<file path="src/msbr_pkg.sv">
// Shared types and constants for the MSB-first bit reader.
// No dependencies; imported by msbr_exec and msb_first_bit_reader.
`default_nettype none
package msbr_pkg;

  localparam int unsigned WORD_BITS = 32;
  localparam int unsigned AVAIL_W   = 7;

  typedef enum logic [2:0] {
    REQ_PUSH       = 3'd0,
    REQ_GET        = 3'd1,
    REQ_PEEK       = 3'd2,
    REQ_PEEK_CLAMP = 3'd3,
    REQ_FLUSH      = 3'd4
  } req_e;

  typedef enum logic [1:0] {
    ST_OK       = 2'd0,
    ST_HOLD     = 2'd1,
    ST_OVERFLOW = 2'd2
  } status_e;

  typedef struct packed {
    logic [2:0] req_type;
    logic [7:0] data_byte;
    logic [5:0] num_bits;
  } req_t;

  typedef struct packed {
    logic [31:0]        value;
    logic [1:0]         status;
    logic [AVAIL_W-1:0] bits_available;
  } rsp_t;

endpackage
`default_nettype wire

</file>
<file path="src/msbr_exec.sv">
// Combinational datapath of the bit reader: decodes one request against the
// current store and count, gives the next state and the result. Uses msbr_pkg.
`default_nettype none
module msbr_exec #(
  parameter int unsigned STORE_BITS    = 64,
  parameter int unsigned MAX_PEEK_BITS = 24,
  localparam int unsigned CNT_W        = $clog2(STORE_BITS + 1)
) (
  input  wire logic [STORE_BITS-1:0] store_i,
  input  wire logic [CNT_W-1:0]      held_i,
  input  wire msbr_pkg::req_t        req_i,
  output logic      [STORE_BITS-1:0] store_o,
  output logic      [CNT_W-1:0]      held_o,
  output msbr_pkg::rsp_t             rsp_o
);
  import msbr_pkg::*;

  // compare width: holds counts, num_bits and count + 8
  localparam int unsigned CW    = ((CNT_W > 6) ? CNT_W : 6) + 1;
  localparam int unsigned EXT_W = CNT_W + AVAIL_W;

  logic [CW-1:0]        held_w, n_raw, get_n, peek_n, clamp_n, n_w, sh, lsh, push_sum;
  logic [STORE_BITS-1:0] shifted;
  logic [WORD_BITS:0]   mask;
  logic [31:0]          right_val, left_val;
  logic                 short;
  logic [EXT_W-1:0]     held_ext;

  always_comb begin
    held_w   = CW'(held_i);
    n_raw    = CW'(req_i.num_bits);
    get_n    = (n_raw > CW'(WORD_BITS)) ? CW'(WORD_BITS) : n_raw;
    peek_n   = (n_raw > CW'(MAX_PEEK_BITS)) ? CW'(MAX_PEEK_BITS) : n_raw;
    clamp_n  = (peek_n > held_w) ? held_w : peek_n;
    push_sum = held_w + CW'(8);

    case (req_i.req_type)
      REQ_PEEK:       n_w = peek_n;
      REQ_PEEK_CLAMP: n_w = clamp_n;
      default:        n_w = get_n;
    endcase

    short = (n_w > held_w);

    // oldest n bits sit at [held-1 : held-n]
    sh        = held_w - n_w;
    shifted   = store_i >> sh;
    mask      = ((WORD_BITS + 1)'(1) << n_w) - (WORD_BITS + 1)'(1);
    right_val = shifted[31:0] & mask[31:0];
    lsh       = CW'(WORD_BITS) - n_w;
    left_val  = right_val << lsh;

    store_o = store_i;
    held_o  = held_i;
    rsp_o.value  = '0;
    rsp_o.status = ST_OK;

    unique case (req_i.req_type)
      REQ_PUSH: begin
        if (push_sum > CW'(STORE_BITS)) begin
          rsp_o.status = ST_OVERFLOW;
        end else begin
          store_o = {store_i[STORE_BITS-9:0], req_i.data_byte};
          held_o  = CNT_W'(push_sum);
        end
      end
      REQ_GET, REQ_FLUSH: begin
        if (short) begin
          rsp_o.status = ST_HOLD;
        end else begin
          held_o = CNT_W'(held_w - n_w);
          if (req_i.req_type == REQ_GET) begin
            rsp_o.value = right_val;
          end
        end
      end
      REQ_PEEK: begin
        if (short) begin
          rsp_o.status = ST_HOLD;
        end else begin
          rsp_o.value = left_val;
        end
      end
      REQ_PEEK_CLAMP: begin
        rsp_o.value = left_val;
      end
      default: begin
        // unused codes: no operation
      end
    endcase

    held_ext             = EXT_W'(held_o);
    rsp_o.bits_available = held_ext[AVAIL_W-1:0];
  end

endmodule
`default_nettype wire

</file>
<file path="src/msb_first_bit_reader.sv">
// MSB-first bit reader top level: input register, datapath, result register.
// Depends on msbr_pkg and msbr_exec.
// Accepted items load the input reg, then the result reg once the result slot is free.
// Throughput: 1 item per cycle unless the output stalls; the store/count update in msbr_exec sets it.
// Reset: asynchronous active-low; clears store, bit count and both valid flags.
`default_nettype none
module msb_first_bit_reader #(
  parameter int unsigned STORE_BITS    = 64,
  parameter int unsigned MAX_PEEK_BITS = 24
) (
  input  wire logic           clk_i,
  input  wire logic           rst_ni,
  input  wire logic           in_valid_i,
  output logic                in_ready_o,
  input  wire msbr_pkg::req_t in_item_i,
  output logic                out_valid_o,
  input  wire logic           out_ready_i,
  output msbr_pkg::rsp_t      out_item_o
);
  import msbr_pkg::*;

  localparam int unsigned CNT_W = $clog2(STORE_BITS + 1);

  // input stage
  logic s1_valid_q;
  req_t s1_item_q;

  // result stage
  logic out_valid_q;
  rsp_t out_item_q;

  // bit store: newest bits at the low end, oldest at bit held_q-1
  logic [STORE_BITS-1:0] store_q, store_d;
  logic [CNT_W-1:0]      held_q, held_d;
  rsp_t                  rsp;

  logic s1_move; // input-stage item moves into the result register

  // result slot free now or freed this cycle
  assign s1_move    = s1_valid_q && (!out_valid_q || out_ready_i);
  assign in_ready_o = !s1_valid_q || s1_move;

  msbr_exec #(
    .STORE_BITS    (STORE_BITS),
    .MAX_PEEK_BITS (MAX_PEEK_BITS)
  ) u_exec (
    .store_i (store_q),
    .held_i  (held_q),
    .req_i   (s1_item_q),
    .store_o (store_d),
    .held_o  (held_d),
    .rsp_o   (rsp)
  );

  always_ff @(posedge clk_i or negedge rst_ni) begin
    if (!rst_ni) begin
      s1_valid_q  <= 1'b0;
      out_valid_q <= 1'b0;
      store_q     <= '0;
      held_q      <= '0;
    end else begin
      if (in_ready_o) begin
        s1_valid_q <= in_valid_i;
      end
      // state commits only when the item's result is registered
      if (s1_move) begin
        out_valid_q <= 1'b1;
        store_q     <= store_d;
        held_q      <= held_d;
      end else if (out_ready_i) begin
        out_valid_q <= 1'b0;
      end
    end
  end

  // payload registers, no reset
  always_ff @(posedge clk_i) begin
    if (in_ready_o && in_valid_i) begin
      s1_item_q <= in_item_i;
    end
    if (s1_move) begin
      out_item_q <= rsp;
    end
  end

  assign out_valid_o = out_valid_q;
  assign out_item_o  = out_item_q;

endmodule
`default_nettype wire
</file>
<file path="config.mk">
export PLATFORM = sky130hd
export DESIGN_NAME = msb_first_bit_reader
export DESIGN_NICKNAME = d
export VERILOG_FILES = /design/src/msbr_pkg.sv /design/src/msbr_exec.sv /design/src/msb_first_bit_reader.sv
export SDC_FILE = /design/constraint.sdc
export NUM_CORES = 1
export LEC_CHECK = 0
export BUFFER_PORTS_ARGS = -buffer_cell sky130_fd_sc_hd__buf_2
export CORE_MARGIN = 2
export CORE_UTILIZATION = 55
export CTS_CLUSTER_SIZE = 24
export DETAILED_ROUTE_END_ITERATION = 12
export PLACE_DENSITY = 0.78
export SYNTH_ARGS = -nofsm -noshare
export SYNTH_HDL_FRONTEND = slang
export SYNTH_SLANG_ARGS = --single-unit
</file>
<file path="constraint.sdc">
create_clock -name clk_i -period 15.4 [get_ports clk_i]
set_input_delay 1.54 -clock clk_i [delete_from_list [all_inputs] [get_ports clk_i]]
set_output_delay 1.54 -clock clk_i [all_outputs]
set_load 0.01 [all_outputs]
</file>
==> results by group <==
Outcome
  • Outcome: finished clean

Floorplanning
  • Initial core utilization: 56.0%
  • Die X-Extent: approximately 160 um
  • Top Ports: between 60 and 70
  • Core area: between 20,000 and 30,000 um^2
  • Cell Rows: between 50 and 60
  • Die ar.: approximately 27,000 um^2
  • Die Y: 164 um

Clock network
  • TritonCTS Buffers: 17
  • Worst-path clk slew: approximately 0.070 ns
  • Clock Latency Late Sink: ~0.46 ns
  • CTS tree: done
  • CTS H-tree lvls: 4
  • Post-CTS sizing: 0
  • CTS Sinks: ~130
  • Clock buffer depth: 2
  • CTS Hold Bufs: 0
  • Clock Tree Root: clkbuf_16
  • Post-CTS Setup Inserts: 0

Timing
  • Tmin final: about 8.1 ns
  • Rel. slew slack: between 20% and 30%
  • Unrepaired setup endpoints after global routing: no
  • Max Fclk: between 100 and 150 MHz
  • Slew @ Worst Pin: around 1.2 ns
  • Finish-stage setup viols: 0
  • Setup TNS Final: 0 ns
  • Slew Viols, Final: 0
  • Clk_skew: between 0.015 and 0.02 ns
  • Final Hold Fails: 0
  • Part of the cycle the worst path needs: a little over half

Min path
  • Depth of the worst hold-timing path: 1
  • WHS Endpoint: out_valid_o$_DFFE_PN0P_
  • HP Class: flop to flop
  • Hold path startpoint: s1_valid_q$_DFFE_PN0N_

GRT
  • Initial antenna violation count: 0
  • Pin count of the biggest net entering global routing: 80
  • First-pass GRT wire length: 84,900 um
  • Grt ovf: 0
  • Total GRT Usage: about 42%
  • Number of global-route vias before repair: between 10,000 and 15,000

Worst setup path
  • Reg2Reg Depth: 22
  • Crit path DAT: slightly above 8 ns
  • Worst reg2reg path endpoint: out_item_o[21]$_DFFE_PP_
  • R2r setup slk: 7.31 ns
  • CP Max Fanout: 49
  • Worst path cell trace: clkinv_1 -> ha_1 -> a21oi_1 -> o22ai_1 -> o21ai_4 -> buf_4 -> mux2i_1 -> inv_1 -> ha_1 -> nand3b_1 -> nand3_1 -> buf_4 -> nand2_2 -> buf_4 -> mux4_2 -> nor2_1 -> nor4_1 -> o32ai_2 -> mux2i_1 -> o21ai_1 -> o22ai_1 -> o22ai_1
  • Buffers and inverters on the worst path: 5
  • Crit-path max cell delay: ~0.86 ns
  • Crit. End Element: flop
  • Startpoint types: flop
  • FF-to-FF Start: held_q[5]$_DFFE_PN0P_
  • Critical path's slowest cell: nor4_1
  • Kind of critical path: flop to flop
  • Critical Path RT: 15.56 ns
  • Kind of cell adding the most delay to the critical path: buffers and inverters

Synth
  • Proportion of netlist area held by the largest area contributor: between 10% and 20%
  • Avg Cell Area, Syn: 8.73 um^2
  • Distinct cells, synth: 95
  • Main flop type after synthesis: dfrtp_1
  • Post-synthesis net count: roughly 1,600
  • Post-synthesis sequential area ratio: approximately 25%
  • Biggest area consumer among synthesized cells: dfrtp_1
  • Synthesis-stage register bit count: roughly 130
  • Yosys warning total: 0
  • Gate Count Post-Synth: about 1,600
  • FFs w/ async S/R, synth: around 56%
  • Mapped Area: between 10,000 and 15,000 um^2
  • Synth top area cells: dfrtp_1 13%, edfxtp_1 12%, mux2i_1 11%
  • EDFF count, synth: 58

Detailed routing
  • Vias per Instance: about 7.4
  • Per-cell routed wire length: between 20 and 30 um
  • # DRC: 0
  • Wirelength, routed: 55,600 um
  • Detailed Route Iter0 Violations: roughly 2,300
  • Drt first pass iters: 6
  • Vias: about 14,000
  • Post-DRT Antenna Nets: 0

Placed design
  • PortBufs: 63
  • Post-DP HPWL: roughly 41,000 um
  • RD Place Congestion: 1.04
  • Placed cell areas: ~14,000 um^2

Power
  • Combinational power share: between 70% and 80%
  • Switching part of the total: 57.3%
  • Pwr Density: between 200 and 250 nW/um^2
  • Leakage: approximately 6 nW
  • Peak supply drop: around 0.00023 V
  • Clock power share: between 10% and 20%
  • Switching power: around 2.1 mW
  • Pint: ~1.5 mW
  • Sequential share of power: ~14%

Finish
  • Antenna Cells: 0
  • Commonest non-fill, non-tap cells in the layout: 154 x mux2i_1, 131 x nand2_1, 126 x nor2_1
  • Layout area overhead: 7.23%
  • Layout cell share with drive strength beyond 1: between 20% and 30%
  • Final nets: 1,629
  • Design Area, Final: roughly 15,000 um^2
  • Commonest non-fill, non-tap cell in the layout: mux2i_1

Flow run
  • Max_cap viols: 0
-- worst max path at each step --
stage | to | start | cells past startpoint
after floorplan | out_item_o[33]$_DFFE_PP_ | s1_item_q[3]$_DFFE_PP_ | 23
after global placement | out_item_o[26]$_DFFE_PP_ | held_q[5]$_DFFE_PN0P_ | 22
after detailed placement | out_item_o[21]$_DFFE_PP_ | held_q[5]$_DFFE_PN0P_ | 20
after CTS | out_item_o[21]$_DFFE_PP_ | held_q[5]$_DFFE_PN0P_ | 22
after global routing | out_item_o[26]$_DFFE_PP_ | held_q[5]$_DFFE_PN0P_ | 22
final | out_item_o[21]$_DFFE_PP_ | held_q[5]$_DFFE_PN0P_ | 22
-- layer usage --
layer  wire, um  up-vias  GRT usage [%]
li1           -     6239              -
met1      21700     6891           54.8
met2      24900     1032           65.2
met3       5760      226           8.18
met4       3330        0           20.9
met5          0        -              0
-- power by group through the flow --
stage	Combinational [mW]	Sequential (mW)	Clock, mW
2_1_floorplan	1.87	0.484	0
3_3_place_gp	2.53	0.521	0
3_5_place_dp	2.52	0.526	0
4_1_cts	2.54	0.519	0.441
5_1_grt	2.77	0.531	0.451
6_report	2.64	0.522	0.442
-- Yosys cell counts, drive strengths merged (11+ instances only) --
cell type / count
nand2b: 15
o21ai: 77
mux4: 28
clkbuf: 64
inv: 23
o22ai: 40
o32ai: 15
nor4: 24
nor3: 68
mux2: 123
a21o: 12
o2111ai: 15
o211ai: 25
a31oi: 21
a211oi: 28
o221ai: 16
dfrtp: 73
mux2i: 155
and3: 11
nand2: 134
xnor2: 11
edfxtp: 58
buf: 73
a21oi: 68
ha: 16
or3: 17
nand4: 29
nand3: 61
a22oi: 15
nor2: 128
-- layout make-up --
type	count	area, um^2
clock buffers	17	425
clock inverters	15	179
fillers	2220	10000
inverters	25	93.8
multi-input cells	1316	9800
flip-flops and latches	131	3570
well taps	330	413
repair buffers	100	593
-- state kept, by name (all words and copies together), names as in the netlist --
register     cells
held_q           7
out_item_o      41
out_valid_o      1
s1_item_q       17
s1_valid_q       1
store_q         64
-- metrics by stage --
step | instances | hold WS, ns | setup slack, ns | power (mW) | utilization (%)
floorplan | 1609 | 0.449 | 9.36 | 2.35 | -
global placement | 1902 | 0.456 | 7.71 | 3.05 | 57.6
detailed placement | 1902 | 0.471 | 7.62 | 3.05 | 57.6
CTS | 1934 | 0.489 | 7.61 | 3.50 | 60.0
global route | 1934 | 0.496 | 6.78 | 3.75 | 60.0
finish | 1934 | 0.485 | 7.31 | 3.60 | 60.0
-- worst register-to-register path, cell delays in order, from the launching register on --
cell and delay (ns):
dfrtp_1 0.65, clkinv_1 0.39, ha_1 0.41, a21oi_1 0.20
o22ai_1 0.19, o21ai_4 0.16, buf_4 0.50, mux2i_1 0.47
inv_1 0.27, ha_1 0.38, nand3b_1 0.22, nand3_1 0.17
buf_4 0.39, nand2_2 0.43, buf_4 0.41, mux4_2 0.36
nor2_1 0.06, nor4_1 0.86, o32ai_2 0.28, mux2i_1 0.35
o21ai_1 0.10, o22ai_1 0.36, o22ai_1 0.21
-- cell families after synthesis --
| logic type | after synthesis | share of synthesized area (%) |
|---|---|---|
| compound gates | 443 | 22.6 |
| flops | 131 | 25.4 |
| buf+inv | 162 | 5.46 |
| mux | 306 | 25.5 |
| other cells | 2 | 0.0534 |
| xor+xnor | 20 | 1.49 |
| fa+ha+maj | 17 | 1.57 |
| simple gates | 528 | 18.0 |
Note: power is estimated with default switching activity, not from simulation.
